$ cat config.mk
export PLATFORM = sky130hd
export DESIGN_NAME = sync_word_frame_capture
export DESIGN_NICKNAME = d
export VERILOG_FILES = /design/src/design/swfc_pkg.sv /design/src/design/swfc_front.sv /design/src/design/swfc_queue.sv /design/src/design/swfc_back.sv /design/src/design/sync_word_frame_capture.sv
export VERILOG_INCLUDE_DIRS = /design/src /design/src/design
export SDC_FILE = /design/constraint.sdc
export NUM_CORES = 1
export LEC_CHECK = 0
export ABC_CLOCK_PERIOD_IN_PS = 6100
export CAP_MARGIN = 10
export CORE_MARGIN = 8
export CORE_UTILIZATION = 30
export DETAILED_ROUTE_END_ITERATION = 8
export DONT_BUFFER_PORTS = 1
export GPL_ROUTABILITY_DRIVEN = 0
export SYNTH_ARGS = -nofsm -noshare
export SYNTH_HDL_FRONTEND = slang
export SYNTH_SLANG_ARGS = --single-unit
$ cat constraint.sdc
create_clock -name clock -period 6.1 [get_ports clock]
set_input_delay 0.915 -clock clock [delete_from_list [all_inputs] [get_ports clock]]
set_output_delay 0.915 -clock clock [all_outputs]
set_load 0.1 [all_outputs]
$ cat src/design/sync_word_frame_capture_defines.svh
// ----------------------------------------------------------------------------
// Sync word frame capture assertion macros
// Shared concurrent assertion forms, empty in synthesis builds.
// ----------------------------------------------------------------------------
`ifndef SYNC_WORD_FRAME_CAPTURE_DEFINES_SVH
`define SYNC_WORD_FRAME_CAPTURE_DEFINES_SVH

`ifndef SYNTH
// Same-cycle implication.
`define SWFC_ASSERT_NOW(label, clk, rst, ante, cons) \
   label: assert property (@(posedge clk) disable iff (rst) (ante) |-> (cons)) \
      else $error("swfc assertion failed");
// Next-cycle implication.
`define SWFC_ASSERT_NEXT(label, clk, rst, ante, cons) \
   label: assert property (@(posedge clk) disable iff (rst) (ante) |=> (cons)) \
      else $error("swfc assertion failed");
`else
`define SWFC_ASSERT_NOW(label, clk, rst, ante, cons)
`define SWFC_ASSERT_NEXT(label, clk, rst, ante, cons)
`endif

`endif

$ cat src/design/swfc_pkg.sv
// ----------------------------------------------------------------------------
// Sync word frame capture package
// Types and fixed constants shared by the capture modules.
// ----------------------------------------------------------------------------
`timescale 1ns / 1ps
`default_nettype none

package swfc_pkg;

   localparam int SYNC_MAX_BYTES = 8;
   localparam int DIM_LIMIT      = 256;

   localparam logic [3:0] CSR_SYNC_PATTERN = 4'd0;
   localparam logic [3:0] CSR_SYNC_LENGTH  = 4'd1;
   localparam logic [3:0] CSR_FRAME_WIDTH  = 4'd2;
   localparam logic [3:0] CSR_FRAME_HEIGHT = 4'd3;

   localparam logic [63:0] SYNC_PATTERN_RESET = 64'd6365912077073340504;
   localparam logic [3:0]  SYNC_LENGTH_RESET  = 4'd8;
   localparam logic [8:0]  FRAME_DIM_RESET    = 9'd96;

   localparam logic KIND_STRAY = 1'b0;
   localparam logic KIND_PIXEL = 1'b1;

   typedef enum logic {
      SWFC_HUNT,
      SWFC_CAPTURE
   } swfc_state_type;

   typedef struct packed {
      logic       kind;
      logic [7:0] data_byte;
      logic [7:0] column;
      logic [7:0] row;
      logic       end_of_frame;
   } swfc_result_type;

   typedef struct packed {
      logic            valid;
      swfc_result_type result;
   } swfc_push_type;

endpackage

`default_nettype wire

$ cat src/design/swfc_front.sv
// ----------------------------------------------------------------------------
// Sync word frame capture front end
// Holds the configuration, hunts for the sync pattern, passes stray bytes on and tags frame pixels.
// ----------------------------------------------------------------------------
`timescale 1ns / 1ps
`default_nettype none

`include "sync_word_frame_capture_defines.svh"

module swfc_front (
   input  wire logic                  clock,
   input  wire logic                  reset,
   input  wire logic                  req_valid,
   output logic                       req_stall,
   input  wire logic [7:0]            req_rx_byte,
   input  wire logic                  csr_valid,
   output logic                       csr_ready,
   input  wire logic [3:0]            csr_index,
   input  wire logic [63:0]           csr_data,
   input  wire logic                  queue_full,
   output swfc_pkg::swfc_push_type    push
);
   import swfc_pkg::*;

   logic [63:0]    sync_pattern_ff;
   logic [3:0]     sync_length_ff;
   logic [8:0]     frame_width_ff;
   logic [8:0]     frame_height_ff;

   swfc_state_type state_ff, state_in;
   logic [3:0]     match_count_ff, match_count_in;
   logic [7:0]     column_count_ff, column_count_in;
   logic [7:0]     row_count_ff, row_count_in;

   logic           accept;
   logic [7:0]     want;
   logic [3:0]     used_length;
   logic [3:0]     match_inc;
   logic           hit;
   logic           sync_done;
   logic [8:0]     width_eff;
   logic [8:0]     height_eff;
   logic [8:0]     column_inc;
   logic [8:0]     row_inc;
   logic           last_column;
   logic           last_row;

   assign csr_ready = 1'b1;
   assign req_stall = queue_full;
   assign accept    = req_valid && !queue_full;

   always_ff @(posedge clock) begin
      if (reset) begin
         sync_pattern_ff <= SYNC_PATTERN_RESET;
         sync_length_ff  <= SYNC_LENGTH_RESET;
         frame_width_ff  <= FRAME_DIM_RESET;
         frame_height_ff <= FRAME_DIM_RESET;
      end else if (csr_valid && csr_ready) begin
         case (csr_index)
            CSR_SYNC_PATTERN: sync_pattern_ff <= csr_data;
            CSR_SYNC_LENGTH:  sync_length_ff  <= csr_data[3:0];
            CSR_FRAME_WIDTH:  frame_width_ff  <= csr_data[8:0];
            CSR_FRAME_HEIGHT: frame_height_ff <= csr_data[8:0];
            default: ;
         endcase
      end
   end

   always_comb begin
      want      = sync_pattern_ff[{match_count_ff[2:0], 3'b000} +: 8];
      match_inc = match_count_ff + 4'd1;
      hit       = (req_rx_byte == want);
      if (sync_length_ff == 4'd0) begin
         used_length = 4'd1;
      end else if (sync_length_ff > 4'(SYNC_MAX_BYTES)) begin
         used_length = 4'(SYNC_MAX_BYTES);
      end else begin
         used_length = sync_length_ff;
      end
      sync_done = hit && (match_inc >= used_length);
      if (frame_width_ff == 9'd0) begin
         width_eff = 9'd1;
      end else if (frame_width_ff > 9'(DIM_LIMIT)) begin
         width_eff = 9'(DIM_LIMIT);
      end else begin
         width_eff = frame_width_ff;
      end
      if (frame_height_ff == 9'd0) begin
         height_eff = 9'd1;
      end else if (frame_height_ff > 9'(DIM_LIMIT)) begin
         height_eff = 9'(DIM_LIMIT);
      end else begin
         height_eff = frame_height_ff;
      end
      column_inc  = {1'b0, column_count_ff} + 9'd1;
      row_inc     = {1'b0, row_count_ff} + 9'd1;
      last_column = (column_inc >= width_eff);
      last_row    = (row_inc >= height_eff);
   end

   always_comb begin
      state_in = state_ff;
      case (state_ff)
         SWFC_HUNT: begin
            if (accept && sync_done) begin
               state_in = SWFC_CAPTURE;
            end
         end
         SWFC_CAPTURE: begin
            if (accept && last_column && last_row) begin
               state_in = SWFC_HUNT;
            end
         end
         default: state_in = SWFC_HUNT;
      endcase
   end

   always_comb begin
      match_count_in           = match_count_ff;
      column_count_in          = column_count_ff;
      row_count_in             = row_count_ff;
      push.valid               = 1'b0;
      push.result.kind         = KIND_STRAY;
      push.result.data_byte    = req_rx_byte;
      push.result.column       = 8'd0;
      push.result.row          = 8'd0;
      push.result.end_of_frame = 1'b0;
      case (state_ff)
         SWFC_HUNT: begin
            if (accept) begin
               if (hit) begin
                  match_count_in  = sync_done ? 4'd0 : match_inc;
                  column_count_in = 8'd0;
                  row_count_in    = 8'd0;
               end else begin
                  match_count_in = 4'd0;
                  push.valid     = 1'b1;
               end
            end
         end
         SWFC_CAPTURE: begin
            push.result.kind         = KIND_PIXEL;
            push.result.column       = column_count_ff;
            push.result.row          = row_count_ff;
            push.result.end_of_frame = last_column && last_row;
            if (accept) begin
               push.valid = 1'b1;
               if (!last_column) begin
                  column_count_in = column_inc[7:0];
               end else begin
                  column_count_in = 8'd0;
                  if (!last_row) begin
                     row_count_in = row_inc[7:0];
                  end else begin
                     row_count_in   = 8'd0;
                     match_count_in = 4'd0;
                  end
               end
            end
         end
         default: ;
      endcase
   end

   always_ff @(posedge clock) begin
      if (reset) begin
         state_ff        <= SWFC_HUNT;
         match_count_ff  <= 4'd0;
         column_count_ff <= 8'd0;
         row_count_ff    <= 8'd0;
      end else begin
         state_ff        <= state_in;
         match_count_ff  <= match_count_in;
         column_count_ff <= column_count_in;
         row_count_ff    <= row_count_in;
      end
   end

   `SWFC_ASSERT_NOW(a_capture_no_match, clock, reset, state_ff == SWFC_CAPTURE, match_count_ff == 4'd0)
   `SWFC_ASSERT_NOW(a_hunt_counters_clear, clock, reset, state_ff == SWFC_HUNT, (column_count_ff == 8'd0) && (row_count_ff == 8'd0))
   `SWFC_ASSERT_NOW(a_push_needs_transfer, clock, reset, push.valid, req_valid && !queue_full)

endmodule

`default_nettype wire

$ cat src/design/swfc_queue.sv
// ----------------------------------------------------------------------------
// Sync word frame capture result queue
// Small first-in first-out buffer between the front end and the output stage.
// ----------------------------------------------------------------------------
`timescale 1ns / 1ps
`default_nettype none

`include "sync_word_frame_capture_defines.svh"

module swfc_queue #(
   parameter int DEPTH = 4
) (
   input  wire logic                      clock,
   input  wire logic                      reset,
   input  wire swfc_pkg::swfc_push_type   push,
   input  wire logic                      pop,
   output logic                           full,
   output logic                           not_empty,
   output swfc_pkg::swfc_result_type      head
);
   import swfc_pkg::*;

   localparam int PTR_BITS   = (DEPTH > 1) ? $clog2(DEPTH) : 1;
   localparam int COUNT_BITS = $clog2(DEPTH + 1);

   swfc_result_type       entry_ff [DEPTH];
   logic [PTR_BITS-1:0]   wr_ptr_ff, wr_ptr_in;
   logic [PTR_BITS-1:0]   rd_ptr_ff, rd_ptr_in;
   logic [COUNT_BITS-1:0] count_ff, count_in;
   logic                  do_push;
   logic                  do_pop;

   assign full      = (count_ff == COUNT_BITS'(DEPTH));
   assign not_empty = (count_ff != '0);
   assign head      = entry_ff[rd_ptr_ff];
   assign do_push   = push.valid;
   assign do_pop    = pop && not_empty;

   always_comb begin
      wr_ptr_in = wr_ptr_ff;
      rd_ptr_in = rd_ptr_ff;
      count_in  = count_ff;
      if (do_push) begin
         wr_ptr_in = (wr_ptr_ff == PTR_BITS'(DEPTH - 1)) ? '0 : wr_ptr_ff + PTR_BITS'(1);
      end
      if (do_pop) begin
         rd_ptr_in = (rd_ptr_ff == PTR_BITS'(DEPTH - 1)) ? '0 : rd_ptr_ff + PTR_BITS'(1);
      end
      if (do_push && !do_pop) begin
         count_in = count_ff + COUNT_BITS'(1);
      end else if (do_pop && !do_push) begin
         count_in = count_ff - COUNT_BITS'(1);
      end
   end

   always_ff @(posedge clock) begin
      if (do_push) begin
         entry_ff[wr_ptr_ff] <= push.result;
      end
   end

   always_ff @(posedge clock) begin
      if (reset) begin
         wr_ptr_ff <= '0;
         rd_ptr_ff <= '0;
         count_ff  <= '0;
      end else begin
         wr_ptr_ff <= wr_ptr_in;
         rd_ptr_ff <= rd_ptr_in;
         count_ff  <= count_in;
      end
   end

   `SWFC_ASSERT_NOW(a_no_push_when_full, clock, reset, push.valid, !full)
   `SWFC_ASSERT_NOW(a_count_in_range, clock, reset, 1'b1, count_ff <= COUNT_BITS'(DEPTH))

endmodule

`default_nettype wire

$ cat src/design/swfc_back.sv
// ----------------------------------------------------------------------------
// Sync word frame capture output stage
// Drains the result queue into a registered response channel.
// ----------------------------------------------------------------------------
`timescale 1ns / 1ps
`default_nettype none

module swfc_back (
   input  wire logic                      clock,
   input  wire logic                      reset,
   input  wire logic                      not_empty,
   input  wire swfc_pkg::swfc_result_type head,
   output logic                           pop,
   output logic                           rsp_valid,
   input  wire logic                      rsp_stall,
   output logic                           rsp_kind,
   output logic [7:0]                     rsp_data_byte,
   output logic [7:0]                     rsp_column,
   output logic [7:0]                     rsp_row,
   output logic                           rsp_end_of_frame
);
   import swfc_pkg::*;

   logic            valid_ff, valid_in;
   swfc_result_type result_ff;

   assign pop = not_empty && (!valid_ff || !rsp_stall);

   always_comb begin
      if (pop) begin
         valid_in = 1'b1;
      end else if (rsp_stall) begin
         valid_in = valid_ff;
      end else begin
         valid_in = 1'b0;
      end
   end

   always_ff @(posedge clock) begin
      if (reset) begin
         valid_ff <= 1'b0;
      end else begin
         valid_ff <= valid_in;
      end
   end

   always_ff @(posedge clock) begin
      if (pop) begin
         result_ff <= head;
      end
   end

   assign rsp_valid        = valid_ff;
   assign rsp_kind         = result_ff.kind;
   assign rsp_data_byte    = result_ff.data_byte;
   assign rsp_column       = result_ff.column;
   assign rsp_row          = result_ff.row;
   assign rsp_end_of_frame = result_ff.end_of_frame;

endmodule

`default_nettype wire

$ cat src/design/sync_word_frame_capture.sv
// ----------------------------------------------------------------------------
// Sync word frame capture
// Each result is queued, then registered in the output stage, and offered on rsp_valid.
// Throughput: one byte per cycle; req_stall rises only when the result queue is full.
// A matched sync byte gives no result; every other byte gives exactly one.
// Reset clears the hunt state, counters and queue, and loads the default registers.
// ----------------------------------------------------------------------------
`timescale 1ns / 1ps
`default_nettype none

module sync_word_frame_capture #(
   parameter int QUEUE_DEPTH = 4
) (
   input  wire logic        clock,
   input  wire logic        reset,
   input  wire logic        req_valid,
   output logic             req_stall,
   input  wire logic [7:0]  req_rx_byte,
   output logic             rsp_valid,
   input  wire logic        rsp_stall,
   output logic             rsp_kind,
   output logic [7:0]       rsp_data_byte,
   output logic [7:0]       rsp_column,
   output logic [7:0]       rsp_row,
   output logic             rsp_end_of_frame,
   input  wire logic        csr_valid,
   output logic             csr_ready,
   input  wire logic [3:0]  csr_index,
   input  wire logic [63:0] csr_data
);
   import swfc_pkg::*;

   swfc_push_type   push;
   swfc_result_type head;
   logic            queue_full;
   logic            queue_not_empty;
   logic            pop;

   swfc_front u_front (
      .clock       (clock),
      .reset       (reset),
      .req_valid   (req_valid),
      .req_stall   (req_stall),
      .req_rx_byte (req_rx_byte),
      .csr_valid   (csr_valid),
      .csr_ready   (csr_ready),
      .csr_index   (csr_index),
      .csr_data    (csr_data),
      .queue_full  (queue_full),
      .push        (push)
   );

   swfc_queue #(
      .DEPTH (QUEUE_DEPTH)
   ) u_queue (
      .clock     (clock),
      .reset     (reset),
      .push      (push),
      .pop       (pop),
      .full      (queue_full),
      .not_empty (queue_not_empty),
      .head      (head)
   );

   swfc_back u_back (
      .clock            (clock),
      .reset            (reset),
      .not_empty        (queue_not_empty),
      .head             (head),
      .pop              (pop),
      .rsp_valid        (rsp_valid),
      .rsp_stall        (rsp_stall),
      .rsp_kind         (rsp_kind),
      .rsp_data_byte    (rsp_data_byte),
      .rsp_column       (rsp_column),
      .rsp_row          (rsp_row),
      .rsp_end_of_frame (rsp_end_of_frame)
   );

endmodule

`default_nettype wire

==> summary.md, run 1 <==
| Metric | Value |
|---|---|
| Final setup fails | `0` |
| Power Total | `4.797 mW` |
| GRT Overall Usage | `0.1119` |
| Tmin final | `4.091 ns` |
| Slew of the pin with the lowest slew margin | `1.160 ns` |
| Post-DP Area | `10,900 um^2` |
| Maximum clock rate | `244.5 MHz` |
| Fin Clk Skew | `0.008327 ns` |
| Die area | `40,990 um^2` |
| Net Count, Synth | `980` |
| Register area share after synthesis | `0.5950` |
| DR pass1 iterations | `5` |
| Drt total wl | `23.47 mm` |
| Clock transition at path regs | `0.07 ns` |
| Antenna violations before repair | `0` |
| Antenna Cells | `0` |
| I/O pin total | `110` |
| Die Height | `202.5 um` |
| Hold_buf cts | `0` |
| Yosys top cell area share | `0.3743` |
| Status | `finished, final reports clean` |
| Final non-filler cell area | `11,730 um^2` |
| Synthesis-to-finish area growth | `12.48%` |
| CTS H-tree depth | `1` |
| Clock tree buffer depth | `3` |
| RSZ-0062 raised after global routing | `false` |
| Post-Syn Area | `10,430 um^2` |
| # clock sinks | `245` |
| Nets | `968` |
| Total of max-cap violations | `0` |
| Setup TNS | `0 ns` |
| Area leader, netlist | `edfxtp_1` |
| Post-synth EDFFs | `130` |
| Hold Path Cell Cnt | `2` |
| Slew margin rel. | `0.2269` |
| Post-route DRC | `0` |
| Met3 GRT Util | `0.03172` |
| First DRT Iteration DRCs | `397` |
| Synth Flop Type | `edfxtp_1` |
| # rows | `68` |
| Via/cell ratio | `4.822` |
| Number of routed nets with antenna violations | `0` |
| R2R cell count | `12` |
| Crit-path max FO | `23` |
| CP Class | `flop to flop` |
| Count leader, synth | `nand2_1` |
| Power density over the cells | `408.9 nW/um^2` |
| Final Hold Viols | `0` |
| Gr busiest metal | `met2` |
| Syn. warnings | `0` |
| Die Wd | `202.5 um` |
| Met1 usage | `0.1505` |
| Post_cts resized | `0` |
| Crit end category | `flop` |
| Netlist cell types | `54` |
| Clock root buffer | `clkbuf_16` |
| Yosys reg bits | `245` |
| Avg Cell Area, Syn | `12.03 um^2` |
| Total CTS buffers | `25` |
| Worst hold path class | `flop to flop` |
| Pin count of the biggest net entering global routing | `82` |
| CP arrival | `4.55 ns` |
| DP Wirelength | `16.54 mm` |
| Worst path required time | `6.55 ns` |
| I/O Buffers | `0` |
| Largest cells by area after synthesis | `edfxtp_1 37%, dfxtp_1 22%, mux4_2 7.3%, nand2_1 6.3%, ha_1 3.7%` |
| Place WS | `1.970 ns` |
| Cells after synthesis | `867` |
| Skew-Pair Late Insertion Delay | `0.52 ns` |
| Maximum VDD drop | `0.3541 mV` |
| Grt total ovfl | `0` |
| Leak | `4.223 nW` |
| Setup WS post-layout | `2.009 ns` |
| Vias in the first global route | `6,480` |
| DR vias | `6,403` |
| CTS tree | `yes` |
| Share of cells above drive strength 1 | `0.09966` |
| First-pass GRT wire length | `37.20 mm` |
| Synth async-reset ratio | `0` |
| Core region area | `34,370 um^2` |
| GR Util met2 | `0.1764` |
| Final period util | `0.6706` |
| Fin util | `0.3413` |
| Post-CTS setup buffer count | `0` |
| Drt wl/cell | `17.68 um` |
| Fin. max-slew vios | `0` |
| Initial Utilization | `0.3034` |
| Startpoint Class | `flop` |
| Post-synth top cells | `175 x nand2_1, 130 x edfxtp_1, 115 x dfxtp_1` |
==> cell usage in the layout, fill, tap and decap left out, types with 4 or more instances in the layout <==
cell type	count
clkbuf_16	27
ha_1	31
xor2_1	15
edfxtp_1	130
o21ai_0	5
o21ai_1	4
nand2b_1	5
mux4_2	34
mux2i_1	37
a211oi_1	6
nor2_1	42
o211ai_1	5
mux4_1	4
nand4_1	7
and3_1	6
a21oi_1	61
xnor2_1	9
nand3_1	40
nand3b_1	4
buf_4	7
nand2_1	175
a21o_1	6
and2_1	22
inv_1	9
dfxtp_1	114
clkbuf_1	8
nor3_1	10
==> final timing paths <==
check	start	to	slack, ns
min reg2reg	u_front.sync_pattern_ff[10]	u_front.sync_pattern_ff[10]	0.45
max	u_front.match_count_ff[0]	u_queue.count_ff[2]	2.01
max reg2reg	u_front.match_count_ff[0]	u_queue.count_ff[2]	2.01
min	u_front.sync_pattern_ff[10]	u_front.sync_pattern_ff[10]	0.45
==> cell families (layout without fill, tap and decap cells) <==
kind of cell | after synthesis | after routing | share of synthesized area
buffers and inverters | 58 | 64 | 0.02243
AO/OA/AOI/OAI | 106 | 106 | 0.06154
multiplexers | 76 | 76 | 0.1204
flip-flops | 245 | 245 | 0.5950
XOR/XNOR | 24 | 24 | 0.02015
AND/OR/NAND/NOR | 325 | 325 | 0.1410
adder cells (fa/ha/maj) | 32 | 32 | 0.03911
other | 1 | 1 | 0.0003595
==> state kept, by name (all words and copies together) (netlist names), 2 cells and up <==
name	cells
u_queue.rd_ptr_ff	2
u_front.column_count_ff	8
u_queue.wr_ptr_ff	2
u_front.frame_width_ff	9
u_front.sync_length_ff	4
u_queue.count_ff	3
u_front.match_count_ff	4
u_front.sync_pattern_ff	64
u_front.frame_height_ff	9
u_back.rsp_data_byte	8
u_queue.entry_ff	104
u_front.row_count_ff	8
u_back.rsp_row	8
u_back.rsp_column	8
==> through the flow <==
| stage | hold WS [ns] | instances |
|---|---|---|
| CTS | 0.4388 | 1328 |
| floorplan | 0.4315 | 867 |
| global placement | 0.4396 | 1283 |
| detailed placement | 0.4410 | 1283 |
| finish | 0.4490 | 1328 |
| global route | 0.4456 | 1328 |
==> area by class of cell <==
class | count | area, um^2
clock buffers | 38 | 747.0
clock inverters | 7 | 85.08
fillers | 3404 | 22640
inverters | 11 | 41.29
multi-input cells | 564 | 4001
flip-flops and latches | 245 | 6207
well taps | 455 | 569.3
repair buffers | 8 | 80.08
==> critical path, stage by stage, from the launching register on <==
cell and delay, ns:
dfxtp_1 1.06, mux4_1 0.68, mux2i_1 0.24, xor2_1 0.17
nand4_1 0.18, nor4_4 0.47, a21oi_2 0.20, ha_1 0.26
inv_1 0.07, fa_1 0.17, xor2_1 0.07, or3_1 0.30
a21oi_1 0.14
==> layer usage <==
| metal | up-vias | share of wire | wire, um |
|---|---|---|---|
| met1 | 3123 | 0.47 | 10940 |
| met5 | - | 0 | 0 |
| met4 | 0 | 0.016 | 373 |
| met3 | 26 | 0.067 | 1562 |
| met2 | 140 | 0.45 | 10600 |
| li1 | 3114 | - | - |
==> power breakdown <==
part / leakage, nW / switching [mW] / total [mW] / internal [mW]
logic: 1.64 / 0.255 / 0.479 / 0.225
clock network: 0.404 / 0.624 / 1.52 / 0.896
registers: 2.18 / 0.814 / 2.80 / 1.98
No activity file was read; power rests on OpenSTA's default activity.
==> run 2, diff against run 1 <==
--- a/config.mk
+++ b/config.mk
@@ -6,7 +6,8 @@
 export SDC_FILE = /design/constraint.sdc
 export NUM_CORES = 1
 export LEC_CHECK = 0
-export ABC_CLOCK_PERIOD_IN_PS = 6100
+export ABC_AREA = 1
+export ABC_CLOCK_PERIOD_IN_PS = 4200
 export CAP_MARGIN = 10
 export CORE_MARGIN = 8
 export CORE_UTILIZATION = 30
==> constraint.sdc (replaced) <==
create_clock -name clock -period 4.2 [get_ports clock]
set_input_delay 0.63 -clock clock [delete_from_list [all_inputs] [get_ports clock]]
set_output_delay 0.63 -clock clock [all_outputs]
set_load 0.1 [all_outputs]
==> run 2 against run 1 <==
Compared with the run above: clock-buffer cell count down 4; critical path type unchanged; critical path depth up 7; highest routed layer unchanged; combinational power rose to 2.5 times the previous value; utilization down 0.51 points; clock power up 43%.
==> summary.md, run 2 <==
| Metric | Value |
|---|---|
| Status | `finished, final reports clean` |
| Netlist cell types | `35 (-35%)` |
| Place WS | `0.8077 ns (-1.162 ns)` |
| Most common cell after layout, fill and taps aside | `nand2_1` |
| Final setup fails | `0 (unchanged)` |
| Avg Cell Area, Syn | `8.702 um^2 (-28%)` |
| Setup WS post-layout | `0.7806 ns (-1.229 ns)` |
| Post-Syn Area | `11,050 um^2 (+6.0%)` |
| Fin Clk Skew | `0.01127 ns (+0.002948 ns)` |
| Post_cts resized | `0 (unchanged)` |
| Synth Flop Type | `edfxtp_1` |
| Power density over the cells | `602.1 nW/um^2 (+47%)` |
| Slowest CP cell | `dfxtp_1` |
| DR vias | `8,160 (+27%)` |
| Number of routed nets with antenna violations | `0 (unchanged)` |
| GRT Overall Usage | `0.1188 (+0.006859)` |
| Leak | `5.130 nW (+21%)` |
| Grt total ovfl | `0 (unchanged)` |
| CTS H-tree depth | `1 (unchanged)` |
| First DRT Iteration DRCs | `419 (+5.5%)` |
| Slew margin rel. | `0.2081 (-0.01871)` |
| Total CTS buffers | `26 (+4.0%)` |
| Yosys reg bits | `245 (unchanged)` |
| Nets | `1,361 (+41%)` |
| Post-synth top cells | `255 x nand2_1, 144 x nor2_1, 136 x inv_1` |
| Synth async-reset ratio | `0 (unchanged)` |
| # rows | `70 (+2.9%)` |
| Die Wd | `207.9 um (+2.7%)` |
| Drt wl/cell | `15.32 um (-13%)` |
| Maximum clock rate | `292.4 MHz (+20%)` |
| Placed cells | `1,688 (+32%)` |
| Skew-Pair Late Insertion Delay | `0.53 ns (about the same)` |
| Register area share after synthesis | `0.5615 (-0.03348)` |
| Final Hold Viols | `0 (unchanged)` |
| Total of max-cap violations | `0 (unchanged)` |
| Slowest stage delay, CP | `0.57 ns (-0.49 ns)` |
| Largest regs | `u_queue.entry_ff: 104 flops, u_front.sync_pattern_ff: 64 flops` |
| Hold_buf cts | `0 (unchanged)` |
| Fin. max-slew vios | `0 (unchanged)` |
| I/O Buffers | `0 (unchanged)` |
| DR pass1 iterations | `5 (unchanged)` |
| Antenna violations before repair | `1 (+1)` |
| CP arrival | `3.84 ns (-0.71 ns)` |
| Post-synth EDFFs | `130 (unchanged)` |
| Via/cell ratio | `4.709 (-2.3%)` |
| Clock root buffer | `clkbuf_16` |
| First-pass GRT wire length | `42.29 mm (+14%)` |
| Largest cells by area after synthesis | `edfxtp_1 35%, dfxtp_1 21%, nand2_1 8.7%, o21ai_0 6.1%, nor2_1 4.9%` |
| Commonest cells after routing, fill and taps aside | `255 x nand2_1, 139 x nor2_1, 135 x o21ai_0, 135 x inv_1, 130 x edfxtp_1` |
| Crit-path max FO | `34 (+48%)` |
| Worst path required time | `4.62 ns (-1.93 ns)` |
| CTS tree | `yes` |
| Synthesis-to-finish area growth | `10.85%` |
| DP Wirelength | `18.30 mm (+11%)` |
| Vias in the first global route | `7,747 (+20%)` |
| Power Total | `7.376 mW (+54%)` |
| R2R cell count | `19 (+7)` |
| Net Count, Synth | `1,383 (+41%)` |
| Post-route DRC | `0 (unchanged)` |
| Register name with the most flops | `u_queue.entry_ff` |
| Initial Utilization | `0.3033 (about the same)` |
| Final period util | `0.8142 (+0.1435)` |
| Post-CTS setup buffer count | `0 (unchanged)` |
| Largest register FFs | `104 (unchanged)` |
| Die Height | `207.9 um (+2.7%)` |
| Setup TNS | `0 ns (unchanged)` |
| Clock transition at path regs | `0.06 ns (about the same)` |
| Cells after synthesis | `1,270 (+46%)` |
| Area leader, netlist | `edfxtp_1` |
| Crit path cell chain | `buf_4, nand2_1, o21ai_1, nand2_1, nand3_1, nand2_1, nand2_1, nand2_1, nor2_1, nand2_1, nor2_2, nand2_1, nand2_1, inv_1, ha_1, inv_1, fa_1, o21ai_0, nor2_1` |
| Core region area | `36,430 um^2 (+6.0%)` |
| Final cell count without fillers | `1,733 (+30%)` |
| Tmin final | `3.419 ns (-0.6713 ns)` |
| Startpoint Class | `flop` |
| Crit end category | `flop` |
| RSZ-0062 raised after global routing | `false` |
| Die area | `43,240 um^2 (+5.5%)` |
| Clock tree buffer depth | `3 (unchanged)` |
| Share of cells above drive strength 1 | `0.04901 (-0.05064)` |
| I/O pin total | `110 (unchanged)` |
| CP Class | `flop to flop` |
| Slew of the pin with the lowest slew margin | `1.187 ns (+0.02679 ns)` |
| Drt total wl | `26.54 mm (+13%)` |
| Syn. warnings | `0 (unchanged)` |
| Worst hold path class | `primary input to flop` |
| Hold Path Cell Cnt | `1 (-1)` |
| Antenna Cells | `0 (unchanged)` |
| Maximum VDD drop | `0.2575 mV (-27%)` |
| Count leader, synth | `nand2_1` |
| Yosys top cell area share | `0.3532 (-0.02106)` |
| # clock sinks | `245 (unchanged)` |
| Pin count of the biggest net entering global routing | `55 (-33%)` |
| Most used cell, CP | `nand2_1` |
[run 2: cell types whose count changed after synthesis, moves of 9 or more]
cell / delta
a21oi_1: +38
nor3_1: -9
o21ai_0: +130
nand2_1: +80
o22ai_1: +26
xnor2_1: -9
mux4_2: -34
mux2i_1: -37
and2_1: -22
inv_1: +127
nand3_1: +41
nor2_1: +102
[run 2: layer usage]
layer	vias up	GRT usage	wire, um
met5	-	0	0
met4	0	0.03157	600
met1	3805	0.1595	12690
met2	152	0.1941	12040
li1	4169	-	-
met3	34	0.02240	1214
[run 2: worst paths after layout]
path,start,slack [ns],end
max,u_front.match_count_ff[0],0.78,u_queue.count_ff[1]
min,reset,0.18,u_front.sync_pattern_ff[2]
max reg2reg,u_front.match_count_ff[0],0.78,u_queue.count_ff[1]
min reg2reg,u_front.sync_pattern_ff[36],0.45,u_front.sync_pattern_ff[36]
[run 2: area by class of cell]
cell class | count | area, um^2
multi-input combinational | 820 | 4011
clock buffer | 34 | 700.7
timing repair buffer | 14 | 105.1
inverter | 141 | 534.3
tap | 468 | 585.6
clock inverter | 11 | 107.6
fill | 3733 | 24180
sequential | 245 | 6206
[run 2: where the power goes]
| group | total (mW) | switching (mW) | internal [mW] |
|---|---|---|---|
| Sequential | 4.00 | 1.09 | 2.92 |
| Combinational | 1.20 | 0.865 | 0.332 |
| Clock | 2.17 | 0.889 | 1.29 |
| Total | 7.38 | 2.84 | 4.53 |
[run 2: worst max-delay path, delay by kind of cell (launching register included)]
family,cells,cell delay [ns]
AND/OR/NAND/NOR,12,1.28
adder cells (fa/ha/maj),2,0.60
buffers and inverters,3,0.59
flip-flops,1,0.57
AO/OA/AOI/OAI,2,0.26
[run 2: logic make-up after synthesis]
family	synth area share
xor+xnor	0.01030
buf+inv	0.07710
other cells	0.0003393
fa+ha+maj	0.03691
compound gates	0.1250
simple gates	0.1888
flops	0.5615
[run 2: metrics by stage]
| stage | util | cell area, um^2 | hold WS (ns) |
|---|---|---|---|
| finish | 0.3362 | 12250 | 0.1784 |
| global route | 0.3362 | 12250 | 0.1653 |
| CTS | 0.3362 | 12250 | 0.1582 |
| detailed placement | 0.3140 | 11440 | 0.4488 |
| global placement | 0.3140 | 11440 | 0.4449 |
| floorplan | - | 11050 | 0.4292 |
